## config.mk

```make
export PLATFORM = sky130hd
export DESIGN_NAME = rpt_merge
export DESIGN_NICKNAME = d
export VERILOG_FILES = /design/src/hw/rtl/rpt_pkg.sv /design/src/hw/rtl/rpt_merge.sv
export SDC_FILE = /design/constraint.sdc
export NUM_CORES = 1
export LEC_CHECK = 0
export ABC_CLOCK_PERIOD_IN_PS = 4500
export BUFFER_PORTS_ARGS = -buffer_cell sky130_fd_sc_hd__buf_2
export CAP_MARGIN = 20
export CORE_MARGIN = 8
export CORE_UTILIZATION = 40
export CTS_CLUSTER_SIZE = 8
export DETAILED_ROUTE_END_ITERATION = 10
export PLACE_DENSITY = 0.69
export SLEW_MARGIN = 5
export SYNTH_ARGS = -nofsm -noshare
export SYNTH_HDL_FRONTEND = slang
export SYNTH_SLANG_ARGS = --single-unit
```

## constraint.sdc

```tcl
create_clock -name clock -period 4.5 [get_ports clock]
set_input_delay 0.675 -clock clock [delete_from_list [all_inputs] [get_ports clock]]
set_output_delay 0.675 -clock clock [all_outputs]
set_load 0.01 [all_outputs]
```

## src/hw/rtl/rpt_pkg.sv

```systemverilog
// shared types, widths and command codes for the rigid point transform unit
package rpt_pkg;

   localparam int COORD_WIDTH_DEF = 32;
   localparam int FRAC_BITS_DEF   = 16;

   localparam int ELEM_W    = 32;  // matrix element and coordinate width
   localparam int OPA_W     = 33;  // first multiplier operand, holds p - t exactly
   localparam int MUL_W     = 65;  // full product width
   localparam int NUM_ELEMS = 12;
   localparam int NUM_LANES = 3;
   localparam int IDX_W     = 4;
   localparam int CMD_W     = 3;

   // request tdata layout
   localparam int REQ_IDX_LSB = 0;
   localparam int REQ_VAL_LSB = REQ_IDX_LSB + IDX_W;
   localparam int REQ_X_LSB   = REQ_VAL_LSB + ELEM_W;
   localparam int REQ_Y_LSB   = REQ_X_LSB + ELEM_W;
   localparam int REQ_Z_LSB   = REQ_Y_LSB + ELEM_W;
   localparam int REQ_USED_W  = REQ_Z_LSB + ELEM_W;
   localparam int REQ_DATA_W  = ((REQ_USED_W + 7) / 8) * 8;

   // response tdata layout
   localparam int RSP_DATA_W  = NUM_LANES * ELEM_W;

   typedef logic signed [ELEM_W-1:0] elem_type;
   typedef logic signed [OPA_W-1:0]  opa_type;

   localparam elem_type ELEM_MAX = elem_type'({1'b0, {(ELEM_W-1){1'b1}}});
   localparam elem_type ELEM_MIN = elem_type'({1'b1, {(ELEM_W-1){1'b0}}});

   typedef enum logic [CMD_W-1:0] {
      CMD_LOAD           = 3'd0,
      CMD_ROT_L2P        = 3'd1,
      CMD_ROT_TRANS_L2P  = 3'd2,
      CMD_ROT_P2L        = 3'd3,
      CMD_TRANS_ROT_P2L  = 3'd4,
      CMD_INVERT         = 3'd5
   } cmd_type;

   // control carried alongside the lane datapath
   typedef struct packed {
      logic valid;
      logic invert;
      logic last;
   } stage_ctl_type;

   // per-stage load enables for the lanes
   typedef struct packed {
      logic a;
      logic b;
      logic c;
   } lane_en_type;

endpackage

```

## src/hw/rtl/rpt_merge.sv

```systemverilog
// merge stage: saturates the three row sums, ors overflow, output register
module rpt_merge #(
   parameter int COORD_WIDTH = rpt_pkg::COORD_WIDTH_DEF,
   parameter int FRAC_BITS   = rpt_pkg::FRAC_BITS_DEF
) (
   input  logic                                       clock,
   input  logic                                       reset,
   input  rpt_pkg::stage_ctl_type                     ctl_c,
   input  logic signed [rpt_pkg::MUL_W-FRAC_BITS+1:0] sum [3],
   output logic                                       c_ready,
   output rpt_pkg::elem_type                          inv_t [3],
   output logic                                       rsp_tvalid,
   input  logic                                       rsp_tready,
   output logic [rpt_pkg::RSP_DATA_W-1:0]             rsp_tdata,
   output logic [0:0]                                 rsp_tuser,
   output logic                                       rsp_tlast
);
   import rpt_pkg::*;

   localparam int SUM_W = MUL_W - FRAC_BITS + 2;
   localparam int SAT_W = (COORD_WIDTH > ELEM_W) ? ELEM_W : COORD_WIDTH;
   localparam elem_type SAT_MAX = elem_type'({{(ELEM_W-SAT_W+1){1'b0}}, {(SAT_W-1){1'b1}}});
   localparam elem_type SAT_MIN = ~SAT_MAX;

   logic                  out_ready;
   logic                  fits [3];
   logic                  fits_inv [3];
   elem_type              coord [3];
   logic signed [SUM_W:0] neg [3];
   logic                  any_ovf;

   logic                  rsp_valid_ff, rsp_valid_in;
   logic [RSP_DATA_W-1:0] data_ff, data_in;
   logic                  ovf_ff, ovf_in;
   logic                  last_ff, last_in;

   always_comb begin
      any_ovf = 1'b0;
      for (int i = 0; i < 3; i++) begin
         fits[i]  = (&sum[i][SUM_W-1:SAT_W-1]) || !(|sum[i][SUM_W-1:SAT_W-1]);
         coord[i] = fits[i] ? ELEM_W'($signed(sum[i][SAT_W-1:0]))
                            : (sum[i][SUM_W-1] ? SAT_MIN : SAT_MAX);
         any_ovf  = any_ovf | !fits[i];
         // new translation of an inverse, saturated to the element width
         neg[i]      = -((SUM_W+1)'(sum[i]));
         fits_inv[i] = (&neg[i][SUM_W:ELEM_W-1]) || !(|neg[i][SUM_W:ELEM_W-1]);
         inv_t[i]    = fits_inv[i] ? neg[i][ELEM_W-1:0]
                                   : (neg[i][SUM_W] ? ELEM_MIN : ELEM_MAX);
      end
   end

   assign out_ready = !rsp_valid_ff || rsp_tready;
   assign c_ready   = !ctl_c.valid || ctl_c.invert || out_ready;

   always_comb begin
      rsp_valid_in = rsp_valid_ff;
      data_in      = data_ff;
      ovf_in       = ovf_ff;
      last_in      = last_ff;
      if (out_ready) begin
         rsp_valid_in = ctl_c.valid && !ctl_c.invert;
         data_in      = {coord[2], coord[1], coord[0]};
         ovf_in       = any_ovf;
         last_in      = ctl_c.last;
      end
   end

   always_ff @(posedge clock) begin
      if (reset) begin
         rsp_valid_ff <= 1'b0;
      end else begin
         rsp_valid_ff <= rsp_valid_in;
      end
   end

   always_ff @(posedge clock) begin
      data_ff <= data_in;
      ovf_ff  <= ovf_in;
      last_ff <= last_in;
   end

   assign rsp_tvalid   = rsp_valid_ff;
   assign rsp_tdata    = data_ff;
   assign rsp_tuser[0] = ovf_ff;
   assign rsp_tlast    = last_ff;

endmodule

```

Word level (Yosys, flattened, before mapping)
Index checks and enable logic that the tools add are counted.
{"block": "word_totals", "register_bits": 99, "inputBits": 159, "output_inout_bits": 196, "wordCells": 55}
{"block": "classes", "add_sub_neg": 3, "mux": 12, "bitwise": 2, "reduce_logical": 34}
{"operator": "$mux 32", "n": 12}
{"operator": "$neg 51->52", "n": 3}
{"operator": "$reduce_and 21->1", "n": 3}
{"operator": "$reduce_or 21->1", "n": 3}
{"operator": "$reduce_and 20->1", "n": 3}
{"operator": "$reduce_or 20->1", "n": 3}
{"operator": "$logic_not 1->1", "n": 12}
{"operator": "$logic_or 1x1->1", "n": 9}
{"operator": "$or 1x1->1", "n": 2}
{"operator": "$logic_and 1x1->1", "n": 1}

Logic depth before layout (Yosys ltp)
Gate-level depths: netlist (run 1).
{"block": "depth", "ltp_word": 6, "depth_mapped": 14, "depth_no_buf": 11}

Least setup slack after synthesis (run 1)
No wires, ideal clock.
{"block": "synth_timing", "path_kind": "input port to output port", "startpoint": "input port sum[7] (netlist bit)", "endpoint": "output port inv_t[10] (netlist bit)", "arrival_ns": 3.696, "required_time_ns": 3.825, "slack_ns": 0.129, "cell_stages": 11, "n_path_buf": 2, "path_cell_list": "or4_4 > or3_4 > or4_4 > buf_6 > o31a_1 > nor2_2 > nand3_1 > a2111oi_2 > a41oi_2 > buf_6 > mux2i_1"}
{"item": "start, declared", "line_no": "rpt_merge.sv:9", "rtl": "input logic signed [rpt_pkg::MUL_W-FRAC_BITS+1:0] sum [3],"}
{"item": "end, declared", "line_no": "rpt_merge.sv:11", "rtl": "output rpt_pkg::elem_type inv_t [3],"}

==> results of run 1 <==
[what timing repair did]
action                     4_1_cts  5_1_grt
gates cloned                     3        0
gates resized for setup         21       22
setup endpoints to repair       62       93
pin swaps                        0        8
buffers inserted                 5        2
[routing by layer]
metal	routed length [um]	part of all wire [%]	track usage (%)	vias to the layer above
li1	-	-	-	4453
met1	13620	41	29.91	4501
met2	16270	49	42.18	392
met3	2204	6.7	4.447	67
met4	1033	3.1	10.11	0
met5	0	0	0	-
[cell families after synthesis]
family,count (synthesis),synth area share (%)
buffers and inverters,78,3.907
AND/OR/NAND/NOR,391,25.86
XOR/XNOR,109,11.46
multiplexers,35,4.222
flip-flops,99,35.58
adder cells (fa/ha/maj),3,0.4508
AO/OA/AOI/OAI,228,18.51
[state kept, by name, summed over array words and instances (netlist names)]
name        flops
rsp_tdata      96
rsp_tlast       1
rsp_tuser       1
rsp_tvalid      1
[worst max-delay path, stage by stage]
cell and delay (ns):
buf_6 0.09, or4_4 0.54, buf_6 0.14, or4_4 0.50, or4_4 0.44, xor2_1 0.17, a211oi_2 0.17, nor4b_4 0.23
buf_4 0.15, a41oi_4 0.15, buf_12 0.18, buf_16 0.14, mux2i_1 0.14, buf_2 0.15
[synth_stat cells, types with 10 or more instances]
master     n  share of area, %
mux2i_1   34               4.1
or4_1     20               1.8
nand4_1   22               1.7
xor2_1    60               6.3
or3_1     23               1.7
clkbuf_1  58               2.6
nand2_1   55               2.5
nor2_1    66               3.0
xnor2_1   49               5.2
nor4_1    50               3.8
a21o_1    94               8.5
o21ai_0   20               1.2
nand3b_1  10              0.90
edfxtp_1  98                35
o21ai_1   51               3.1
inv_1     14              0.63
nand3_1   26               1.6
a21oi_1   16              0.96
nor3_1    60               3.6
[power breakdown]
part           internal, mW  total (mW)  switching [mW]
logic                 0.265       0.635           0.370
clock network         0.436       0.819           0.383
registers              1.08        1.09          0.0133
[through the flow]
step / area (um2) / utilization (%)
final: 11880 / 58.35
after global routing: 11880 / 58.35
after CTS: 11740 / 57.67
after detailed placement: 11230 / 55.17
after global placement: 11230 / 55.17
after floorplan: 8327 / -
[cell type report]
cell class	instances	area share, %
Inverter	14	0.4422
Antenna cell	2	0.04212
Timing Repair Buffer	489	24.47
Clock buffer	11	1.959
Clock inverter	5	0.5265
Tap cell	270	2.843
Multi-Input combinational cell	767	44.78
Sequential cell	99	24.93
[worst paths after layout]
| path | startpoint | endpoint | slack, ns |
|---|---|---|---|
| worst max-delay path | sum[7] | inv_t[8] | -0.05 |
| worst min-delay path | reset | rsp_tvalid | 0.47 |
| worst max register to register | rsp_tvalid | rsp_tdata[62] | 2.55 |
| worst min register to register | rsp_tvalid | rsp_tdata[71] | 0.98 |
==> flow_summary.yaml, run 1 <==
critical_path:
  arrival_ns: 3.87
  worst_ep_required_time_ns: 3.83
  crit_path_start_kind: "input port"
  critPathCaptureType: "primary output"
  r2r_cells: 2
  crit_fanout: 8
  critPathKind: "input port to primary output"
synthesis:
  syn_avg_cell_area_um2: 8.830
  yosysUniqueCellTypes: 63
  synthArstFlopShare_pct: 0
  yosysSeqAreaShare_pct: 35.58
  synth_edf_count: 98
  synthCells: 943
  synth.cell_area_um2: 8327
  synth_fp_nets: 1105
  synth_flop_cell: "edfxtp_1"
  synth_warnings: 0
  ys_seq_elements: 99
clock_tree:
  cts_htree_levels: 3
  clockBufferDepth: 2
  clk_latency_ns: 0.36
  hold_buffers: 0
  clk_root_buffer_cell: "clkbuf_16"
  clk_pin_slew_ns: 0.07
  cts_buffers: 9
  clock_sinks: 99
  cts_tree: "built"
die:
  ioPinCount: 355
  dieWidth_um: 160.3
  floorplan.rows: 52
  design.core.area_um2: 20360
  initial_utilization_pct: 40.89
  die_h_um: 160.3
  die_area_um2: 25690
place:
  place_hpwl_um: 25550
  port_buffers: 354
  pre_cts_ws_ns: -0.2518
  place.gp.congestion: 0.9414
  dp.cells: 1629
detailed_routing:
  drt-initial-drc-count: 705
  wl_um: 33120
  ant_nets: 0
  vias: 9413
  wl_per_cell_um: 19.99
  via_per_inst: 5.681
  drcViolationCount: 0
  drt_pass1_iterations: 6
timing:
  finalCritPeriodShare_pct: 101.1
  grt_setup_unrepaired: "true"
  fmax_mhz: 219.9
  setup_tns_ns: -0.6094
  fin_crit_ns: 4.548
  relSlewSlack_pct: 43.27
  skew_ns: 0.009043
  final_hold_viol_count: 0
  fin_ws_ns: -0.04769
  slew_violations: 0
  setup-violations-final: 17
  hold_slack_ns: 0.4666
  worst_slew_pin_slew_ns: 0.8510
grt:
  grt_use_total_pct: 24.61
  grt_pass1_vias: 9278
  grt_pass1_wl_um: 51660
  overflow: 0
  grt_max_degree: 63
  antenna_found_initial: 2
layout:
  syn_to_final_growth_pct: 42.70
  mostFrequentLayoutCells: "buf_2, buf_4, edfxtp_1"
  regArea_um2: 2963
  drive_gt1_share_pct: 40.36
  num-fill-cells: 1839
  multi_input_area_um2: 5321
  final_cells: 1657
  fin_nets: 1542
  final_common_cell: "buf_2"
outcome:
  status: "finished, violations left"
  violations: "setup timing"
run:
  cap_violations: 0
power_and_ir_drop:
  peakVddDrop_uv: 203.5
  total_power_mw: 2.544
  p_per_area_nw_per_um2: 214.1
  p_leak_nw: 5.448
worst_hold_path:
  hold_class: "input port to register"
  hold_depth: 2
Power figures use the tool's default switching activity.
==> run 2, diff against run 1 <==
--- a/config.mk
+++ b/config.mk
@@ -9,10 +9,11 @@
 export BUFFER_PORTS_ARGS = -buffer_cell sky130_fd_sc_hd__buf_2
 export CAP_MARGIN = 20
 export CORE_MARGIN = 8
-export CORE_UTILIZATION = 40
+export CORE_UTILIZATION = 49
 export CTS_CLUSTER_SIZE = 8
 export DETAILED_ROUTE_END_ITERATION = 10
-export PLACE_DENSITY = 0.69
+export PLACE_DENSITY = 0.82
+export SKIP_LAST_GASP = 1
 export SLEW_MARGIN = 5
 export SYNTH_ARGS = -nofsm -noshare
 export SYNTH_HDL_FRONTEND = slang
==> run 2 against run 1 <==
Effect of this change:
- the flow still finishes with violations (setup timing)
- non-clock buffer count is 5 higher
- register-to-register slack about the same
- design area grew 0.91%
- setup slack worse by 0.058 ns
- count of clock-buffer cells in the layout fell by 2
- die area shrank 17%
- via count rose by 3.9%
- hold slack worse by 0.0060 ns
- cell count decreased by 2.8%
- critical path type unchanged
- largest power group unchanged
==> flow_summary.yaml, run 2 (synthesis results as in run 1) <==
place:
  place_hpwl_um: 24970
  port_buffers: 354
  placed_area_um2: 11200
  place.gp.congestion: 0.9723
  pre_cts_ws_ns: -0.2275
worst_hold_path:
  holdPathEnd: "rsp_tvalid"
  hold_class: "input port to register"
  hold_depth: 2
  hold_start: "reset"
timing:
  worst_slew_pin_slew_ns: 0.8186
  relSlewSlack_pct: 45.43
  grt_setup_unrepaired: "true"
  setup_tns_ns: -1.586
  setup-violations-final: 31
  final_hold_viol_count: 0
  fmax_mhz: 217.1
  finalCritPeriodShare_pct: 102.4
  fin_crit_ns: 4.606
  slew_violations: 0
  skew_ns: 0.01159
  fin_ws_ns: -0.1059
die:
  die_h_um: 146.4
  floorplan.rows: 47
  die_area_um2: 21420
  ioPinCount: 355
  design.core.area_um2: 16580
  initial_utilization_pct: 50.21
  dieWidth_um: 146.4
detailed_routing:
  drt-initial-drc-count: 859
  drcViolationCount: 0
  ant_nets: 0
  wl_per_cell_um: 20.56
  drt_pass1_iterations: 6
  via_per_inst: 6.077
  vias: 9784
  wl_um: 33100
power_and_ir_drop:
  peakVddDrop_uv: 174.6
  p_leak_nw: 5.552
  p_per_area_nw_per_um2: 213.9
clock_tree:
  clk_pin_slew_ns: 0.08
  clk_latency_ns: 0.36
  clock_sinks: 99
  hold_buffers: 0
  cts_tree: "built"
  cts_htree_levels: 3
  cts_buffers: 9
  clockBufferDepth: 2
  clk_root_buffer_cell: "clkbuf_16"
grt:
  grt_pass1_vias: 9474
  grt_max_degree: 62
  grt_use_total_pct: 28.82
  grt_pass1_wl_um: 50640
  antenna_found_initial: 0
  overflow: 0
layout:
  largest_reg_flops: 96
  antenna_cells: 0
  fin_nets: 1547
  drive_gt1_share_pct: 41.58
  final_common_cell: "buf_2"
  final_area_um2: 11990
  syn_to_final_growth_pct: 44.00
  mostFrequentLayoutCells: "buf_2, buf_4, edfxtp_1"
critical_path:
  critPathCaptureType: "primary output"
  critPathKind: "input port to primary output"
  rrSetupSlack_ns: 2.55
  arrival_ns: 3.93
  crit_fanout: 7
  worst_ep_required_time_ns: 3.83
  r2r_start: "rsp_tvalid"
  r2r_cells: 2
  r2r-end: "rsp_tdata[44]"
  crit_path_start_kind: "input port"
  startpoint: "sum[6]"
outcome:
  status: "finished, violations left"
  violations: "setup timing"
run:
  cap_violations: 0
## run 2: worst max-delay path: stages
cell and delay [ns]:
buf_2 0.11, or4_4 0.54, or4_1 0.56, or4_4 0.45, xor2_1 0.19, a211oi_2 0.20, nor4b_2 0.24, buf_4 0.16
a41oi_4 0.12, buf_12 0.18, clkbuf_16 0.17, mux2i_1 0.17, buf_2 0.17
## run 2: cell type report
type,count,area [um2]
well taps,220,275.3
multi-input cells,767,5411
repair buffers,494,2979
clock buffers,9,225.2
inverters,14,52.55
flip-flops and latches,99,2963
clock inverters,7,83.83
fillers,1239,4593
## run 2: worst max-delay path by stage
stage	endpoint	cells past startpoint
6_report	inv_t[26]	13
5_1_grt	inv_t[2]	14
4_1_cts	inv_t[22]	14
3_5_place_dp	inv_t[22]	12
3_3_place_gp	inv_t[6]	12
2_1_floorplan	inv_t[10]	11
## run 2: timing repair
| action | CTS | global route |
|---|---|---|
| buffers inserted | 6 | 3 |
| endpoints found under the setup margin | 31 | 93 |
| pin swaps | 19 | 5 |
| resized for setup | 26 | 34 |
| cloned | 3 | 1 |
## run 2: per-stage QoR
step | total power [mW] | utilization [%] | std cells | hold WS [ns]
6_report | 2.565 | 72.30 | 1610 | 0.4605
5_1_grt | 2.658 | 72.30 | 1610 | 0.4769
4_1_cts | 2.560 | 70.87 | 1606 | 0.4454
3_5_place_dp | 1.724 | 67.53 | 1581 | 0.8326
3_3_place_gp | 1.714 | 67.53 | 1581 | 0.8339
2_1_floorplan | 1.379 | - | 943 | 0.7441
## run 2: where the power goes
part	internal, mW	switching [mW]	leakage [nW]
sequential	1.08	0.0155	1.03
clock	0.443	0.392	0.154
combinational	0.265	0.372	4.37
## run 2: routing by layer
| metal | share of wire [%] | global-route usage [%] | up-vias |
|---|---|---|---|
| met5 | 0 | 0 | - |
| met4 | 3.7 | 12.47 | 0 |
| met2 | 49 | 49.14 | 627 |
| li1 | - | - | 4472 |
| met1 | 38 | 34.28 | 4576 |
| met3 | 9.2 | 6.366 | 109 |
